[src/hdl/assert_macros.svh]
// Assertion helpers, clocked on the rising edge and held off during reset.
`ifndef ASSERT_MACROS_SVH
`define ASSERT_MACROS_SVH

// Plain property.
`define ASSERT_CLK(lbl, clk, rst_n, prop, msg) \
    lbl: assert property (@(posedge clk) disable iff (!rst_n) (prop)) else $error(msg);

// Same-cycle implication.
`define ASSERT_IMPL(lbl, clk, rst_n, ante, cons, msg) \
    lbl: assert property (@(posedge clk) disable iff (!rst_n) (ante) |-> (cons)) else $error(msg);

// Next-cycle implication.
`define ASSERT_NEXT(lbl, clk, rst_n, ante, cons, msg) \
    lbl: assert property (@(posedge clk) disable iff (!rst_n) (ante) |=> (cons)) else $error(msg);

`endif

[src/hdl/bsc_pkg.sv]
package bsc_pkg;

    localparam int MAX_PROCS  = 16;
    localparam int MAX_RES    = 8;
    localparam int COUNT_BITS = 16;

    localparam int PROC_W  = (MAX_PROCS > 1) ? $clog2(MAX_PROCS) : 1;
    localparam int RES_W   = (MAX_RES > 1) ? $clog2(MAX_RES) : 1;
    localparam int ADDR_W  = PROC_W + RES_W;
    localparam int DEPTH   = MAX_PROCS * MAX_RES;
    localparam int PCNT_W  = $clog2(MAX_PROCS + 1);
    localparam int RCNT_W  = $clog2(MAX_RES + 1);
    localparam int NEED_W  = COUNT_BITS + 1;
    localparam int WORK_W  = COUNT_BITS + $clog2(MAX_PROCS + 1);

    localparam int NUMP_W     = 5;
    localparam int NUMR_W     = 4;
    localparam int CFG_DATA_W = 5;
    localparam int CFG_IDX_W  = 1;

    localparam logic [CFG_IDX_W-1:0] CFG_NUM_PROCS = 1'b0;
    localparam logic [CFG_IDX_W-1:0] CFG_NUM_RES   = 1'b1;

    typedef enum logic [1:0] {
        REQ_LOAD_ENTRY = 2'd0,
        REQ_LOAD_AVAIL = 2'd1,
        REQ_RUN        = 2'd2
    } t_req;

    typedef enum logic [2:0] {
        S_IDLE,
        S_PROC,
        S_READ,
        S_CMP,
        S_ADD,
        S_NEXT,
        S_DONE,
        S_EMIT
    } t_state;

    typedef struct packed {
        logic wr_entry;
        logic wr_avail;
        logic init;
        logic start_proc;
        logic cmp;
        logic add;
        logic next_proc;
        logic load_out;
        logic adv_out;
    } t_cmd;

    typedef struct packed {
        logic fin_cur;
        logic res_last;
        logic sweep_last;
        logic out_last;
    } t_stat;

endpackage

[src/hdl/bsc_ctrl.sv]
module bsc_ctrl (
    input  logic                i_clk,
    input  logic                i_rst_n,
    input  logic                i_in_valid,
    input  logic [1:0]          i_req_type,
    input  logic                i_out_stall,
    input  bsc_pkg::t_stat      i_stat,
    output logic                o_in_stall,
    output logic                o_out_valid,
    output bsc_pkg::t_cmd       o_cmd
);

    bsc_pkg::t_state r_state;
    bsc_pkg::t_state n_state;

    always_ff @(posedge i_clk) begin
        if (!i_rst_n) begin
            r_state <= bsc_pkg::S_IDLE;
        end else begin
            r_state <= n_state;
        end
    end

    always_comb begin
        n_state = r_state;
        unique case (r_state)
            bsc_pkg::S_IDLE: begin
                if (i_in_valid && bsc_pkg::t_req'(i_req_type) == bsc_pkg::REQ_RUN) begin
                    n_state = bsc_pkg::S_PROC;
                end
            end
            bsc_pkg::S_PROC: begin
                n_state = i_stat.fin_cur ? bsc_pkg::S_NEXT : bsc_pkg::S_READ;
            end
            bsc_pkg::S_READ: begin
                n_state = bsc_pkg::S_CMP;
            end
            bsc_pkg::S_CMP: begin
                n_state = i_stat.res_last ? bsc_pkg::S_ADD : bsc_pkg::S_READ;
            end
            bsc_pkg::S_ADD: begin
                n_state = bsc_pkg::S_NEXT;
            end
            bsc_pkg::S_NEXT: begin
                n_state = i_stat.sweep_last ? bsc_pkg::S_DONE : bsc_pkg::S_PROC;
            end
            bsc_pkg::S_DONE: begin
                n_state = bsc_pkg::S_EMIT;
            end
            bsc_pkg::S_EMIT: begin
                if (!i_out_stall && i_stat.out_last) begin
                    n_state = bsc_pkg::S_IDLE;
                end
            end
        endcase
    end

    always_comb begin
        o_cmd       = '0;
        o_in_stall  = (r_state != bsc_pkg::S_IDLE);
        o_out_valid = (r_state == bsc_pkg::S_EMIT);
        unique case (r_state)
            bsc_pkg::S_IDLE: begin
                if (i_in_valid) begin
                    unique case (bsc_pkg::t_req'(i_req_type))
                        bsc_pkg::REQ_LOAD_ENTRY: o_cmd.wr_entry = 1'b1;
                        bsc_pkg::REQ_LOAD_AVAIL: o_cmd.wr_avail = 1'b1;
                        bsc_pkg::REQ_RUN:        o_cmd.init     = 1'b1;
                        default: ;
                    endcase
                end
            end
            bsc_pkg::S_PROC: begin
                o_cmd.start_proc = !i_stat.fin_cur;
            end
            bsc_pkg::S_READ: ;
            bsc_pkg::S_CMP: begin
                o_cmd.cmp = 1'b1;
            end
            bsc_pkg::S_ADD: begin
                o_cmd.add = 1'b1;
            end
            bsc_pkg::S_NEXT: begin
                o_cmd.next_proc = 1'b1;
            end
            bsc_pkg::S_DONE: begin
                o_cmd.load_out = 1'b1;
            end
            bsc_pkg::S_EMIT: begin
                o_cmd.adv_out = !i_out_stall && !i_stat.out_last;
            end
        endcase
    end

endmodule

[config.mk]
export PLATFORM = sky130hd
export DESIGN_NAME = bsc_ctrl
export DESIGN_NICKNAME = d
export VERILOG_FILES = /design/src/hdl/assert_macros.svh /design/src/hdl/bsc_pkg.sv /design/src/hdl/bsc_ctrl.sv
export SDC_FILE = /design/constraint.sdc
export NUM_CORES = 1
export LEC_CHECK = 0
export BUFFER_PORTS_ARGS = -buffer_cell sky130_fd_sc_hd__buf_2
export CAP_MARGIN = 20
export CORE_AREA = 2 2 39 41
export DETAILED_ROUTE_END_ITERATION = 16
export DIE_AREA = 0 0 41 43
export PLACE_DENSITY = 0.63
export SKIP_LAST_GASP = 1
export SYNTH_ARGS = -nofsm -noshare
export SYNTH_HDL_FRONTEND = slang
export SYNTH_SLANG_ARGS = --single-unit
[constraint.sdc]
create_clock -name i_clk -period 2.8 [get_ports i_clk]
set_input_delay 0.42 -clock i_clk [delete_from_list [all_inputs] [get_ports i_clk]]
set_output_delay 0.42 -clock i_clk [all_outputs]
set_load 0.005 [all_outputs]
# Word level (Yosys, flattened, before mapping)
# Index checks and enable logic that the tools add are counted.
# W data, S select, Z words.
[op_classes]
eq_ne = 11
muxes = 17
n_reduce_logical = 10
[ops]
columns = ["op", "n"]
rows = [
  ["$pmux W3 S8", 1],
  ["$mux W3", 7],
  ["$eq A3 B3 Y1 const B", 4],
  ["$mux W1", 9],
  ["$eq A3 B2 Y1 const B", 2],
  ["$eq A3 B1 Y1 const B", 1],
  ["$logic_and A1 B1 Y1", 3],
  ["$logic_not A1 Y1", 3],
  ["$logic_not A3 Y1", 1],
  ["$reduce_bool A3 Y1", 1],
  ["$eq A2 B1 Y1 const B", 1],
  ["$eq A2 B2 Y1 const B", 1],
  ["$logic_not A2 Y1", 1],
  ["$ne A2 B1 Y1 const B", 1],
  ["$ne A2 B2 Y1 const B", 1],
  ["$reduce_and A2 Y1", 1],
]
[totals]
reg_bits = 3
out_inout_bits = 11
word_cells = 39

# Longest topological paths before layout
[logic_depth]
ltp_word = 4
ltp_mapped = 5
ltp_nobuf = 3

# Least setup slack after synthesis
# Ideal clock, no wire load.
[synth_timing]
path_type = "register to output"
start = "reg r_state[0]"
end = "out o_cmd[7] (netlist bit)"
arrival_ps = 1129
required_ps = 2380
path_slack_ps = 1251
stages_incl_launch_ff = 5
n_path_buf = 2
cell_sequence = "dfxtp_1 buf_6 or3_1 buf_6 nor4b_4"
[synth_rtl]
columns = ["element", "line", "rtl"]
rows = [
  ["start, declared", "bsc_ctrl.sv:13", "bsc_pkg::t_state r_state;"],
  ["start signal, assigned", "bsc_ctrl.sv:18", "r_state <= bsc_pkg::S_IDLE;"],
  ["start signal, assigned", "bsc_ctrl.sv:20", "r_state <= n_state;"],
  ["end, declared", "bsc_ctrl.sv:10", "output bsc_pkg::t_cmd o_cmd"],
]

==> results.py <==
metrics = {
    "global_route": {
        "grt_max_degree": 17,
        "first_global_vias": 336,
        "antenna_found_initial": 0,
        "grt_pass1_wl_um": 1366,
        "grt.total_usage_pct": 11.65,
        "overflow": 0,
    },
    "clock_tree": {
        "htreeDepth": 1,
        "worstSkewPairLatency_ns": 0.23,
        "cts_resized": 0,
        "cts_buffers": 3,
        "clockRootBuffer": "clkbuf_4",
        "cts-hold-fix-buffers": 0,
        "post_cts_buffers": 0,
        "cts_buffer_depth": 2,
        "clk_pin_slew_ns": 0.04,
        "cts_sinks": 3,
        "cts_tree": "done",
    },
    "final_layout": {
        "n_fill_cell": 151,
        "utilization_pct": 32.82,
        "top_regs": "r_state x3",
        "regArea_um2": 60.06,
        "area_delta_synth_final_pct": 33.95,
        "n_antenna_cell": 0,
        "final_cell_mix": "20 x buf_2, 5 x nand2_1, 4 x nor3b_1, 4 x a31oi_1",
        "largest_register": "r_state",
        "mostFrequentLayoutCell": "buf_2",
        "final-instance-count-excl-fill": 79,
        "drive_gt1_share_pct": 41.27,
        "fin_area_um2": 454.2,
        "multi_input_area_um2": 240.2,
        "finalNetCount": 74,
        "largest_reg_flops": 3,
    },
    "timing": {
        "fin_crit_sh_pct": 71.82,
        "max_freq_mhz": 497.3,
        "fin_crit_ns": 2.011,
        "finalHoldViolCount": 0,
        "rsz0062_at_grt": "false",
        "relSlewSlack_pct": 72.00,
        "skew_ns": 0.001895,
        "timing.hold.ws_ns": 0.4444,
        "worstMarginPinSlew_ns": 0.4194,
        "finalMaxSlewViolations": 0,
        "tns_ns": 0,
        "setup-violations-final": 0,
    },
    "die": {
        "core_region_area_um2": 1384,
        "die_x_um": 41,
        "design.die.area_um2": 1763,
        "rows": 14,
        "die-height_um": 43,
        "io_pins": 21,
        "start_util_pct": 24.50,
    },
    "yosys": {
        "netlist_instances": 43,
        "synth_top_area_share_pct": 17.71,
        "syn_nets": 53,
        "yosysUniqueCellTypes": 22,
        "yosysWarnings": 0,
        "syn_avg_cell_area_um2": 7.885,
        "synth_seq_area_share_pct": 17.71,
        "netlist_top_cells_area": "dfxtp_1 18%, nor4b_4 14%, nor3b_1 8.9%",
        "yosysTopAreaCell": "dfxtp_1",
        "syn_area_um2": 339.1,
        "synth-seq-cells": 3,
    },
    "hold_path": {
        "hp-class": "in -> reg",
        "hold_path.startpoint": "i_rst_n",
        "whs_endpoint": "r_state[1]$_SDFFE_PN0P_",
        "hold_depth": 3,
    },
    "critical_path": {
        "worst_setup_path_start_kind": "flop",
        "path_max_fanout": 10,
        "rrSetupSlack_ns": 1.48,
        "worst_setup_path_end_kind": "primary output",
        "r2r-start": "r_state[0]$_SDFFE_PN0P_",
        "crit_type": "reg -> out",
        "cp_data_arrival_time_ns": 1.59,
        "rr_endpoint": "r_state[0]$_SDFFE_PN0P_",
        "r2r_cells": 3,
        "critPathRequiredTime_ns": 2.38,
    },
    "place": {
        "dpl_cell_area_um2": 427.9,
        "numPlacedInstances": 75,
        "portBuffers": 20,
        "dp_hpwl_um": 683.2,
        "place_congestion": 0.7585,
    },
    "run": {
        "cap_viol_max_count": 0,
    },
    "pwr": {
        "p_per_area_nw_per_um2": 532.0,
        "leakagePower_nw": 0.2342,
        "max-vdd-ir-drop_mv": 0.1435,
    },
    "status": {
        "outcome": "complete, no violations",
    },
    "route": {
        "drt_wl_total_um": 881,
        "wire_per_inst_um": 11.15,
        "ant_nets": 0,
        "viasPerCell": 4.747,
        "drc_errors": 0,
        "highest-signal-layer": "met4",
        "met1_length_um": 350,
        "drt_iter0_markers": 19,
        "wl_met3_um": 56,
        "routed-wl-met2_um": 453,
        "firstDrtPassIters": 4,
        "vias": 375,
    },
}
==> cell families (layout without fill, tap and decap cells) <==
logic type / Yosys count / in the layout / synth area share [%]
buf+inv: 6 / 26 / 11.44
compound gates: 7 / 7 / 13.28
simple gates: 27 / 27 / 57.57
flops: 3 / 3 / 17.71
==> stage by stage <==
stage	setup WS, ns	total power, mW
after floorplan	1.251	0.1516
after global placement	1.111	0.1612
after detailed placement	1.037	0.1656
after CTS	0.7886	0.2424
after global routing	0.6921	0.2596
final	0.7892	0.2416
==> synth_stat cells (all sizes together) <==
cell type / count
nand2: 5
a31oi: 4
nor3b: 4
buf: 3
dfxtp: 3
nand2b: 3
nor2b: 3
and3b: 2
inv: 2
nor2: 2
nor4b: 2
a21o: 1
and2: 1
and3: 1
clkbuf: 1
nand3: 1
nand4: 1
o211ai: 1
o21ai: 1
or2: 1
or3: 1
==> final cells by class <==
type	count	area share, %
timing repair buffer	20	22.04
clock buffer	4	5.785
tap	16	4.408
inverter	2	1.653
multi-input combinational	34	52.89
sequential	3	13.22
==> power breakdown <==
part           switching (mW)  internal (mW)  total, mW
Combinational          0.0466         0.0431     0.0897
Sequential             0.0239         0.0516     0.0754
Clock                  0.0230         0.0534     0.0765
==> how the worst max path moves through the flow <==
stage                            start       end  cells after the start  slack [ns]
6_report       r_state[0]$_SDFFE_PN0P_  o_cmd[7]                      3        0.79
5_1_grt        r_state[1]$_SDFFE_PN0P_  o_cmd[7]                      3        0.69
3_3_place_gp   r_state[1]$_SDFFE_PN0P_  o_cmd[7]                      3        1.11
2_1_floorplan  r_state[0]$_SDFFE_PN0P_  o_cmd[7]                      4        1.25
3_5_place_dp   r_state[1]$_SDFFE_PN0P_  o_cmd[7]                      3        1.04
4_1_cts        r_state[1]$_SDFFE_PN0P_  o_cmd[7]                      3        0.79
==> critical path: stages (launching register included) <==
cell	delay, ns
dfxtp_1	0.39
or3_1	0.54
nor4b_4	0.27
buf_2	0.15
==> layer usage <==
metal | track usage (%) | vias up
met5 | 0 | -
met3 | 1.571 | 2
met2 | 16.56 | 21
met4 | 10.67 | 0
met1 | 14.15 | 160
li1 | - | 192
No activity file was read; power rests on OpenSTA's default activity.
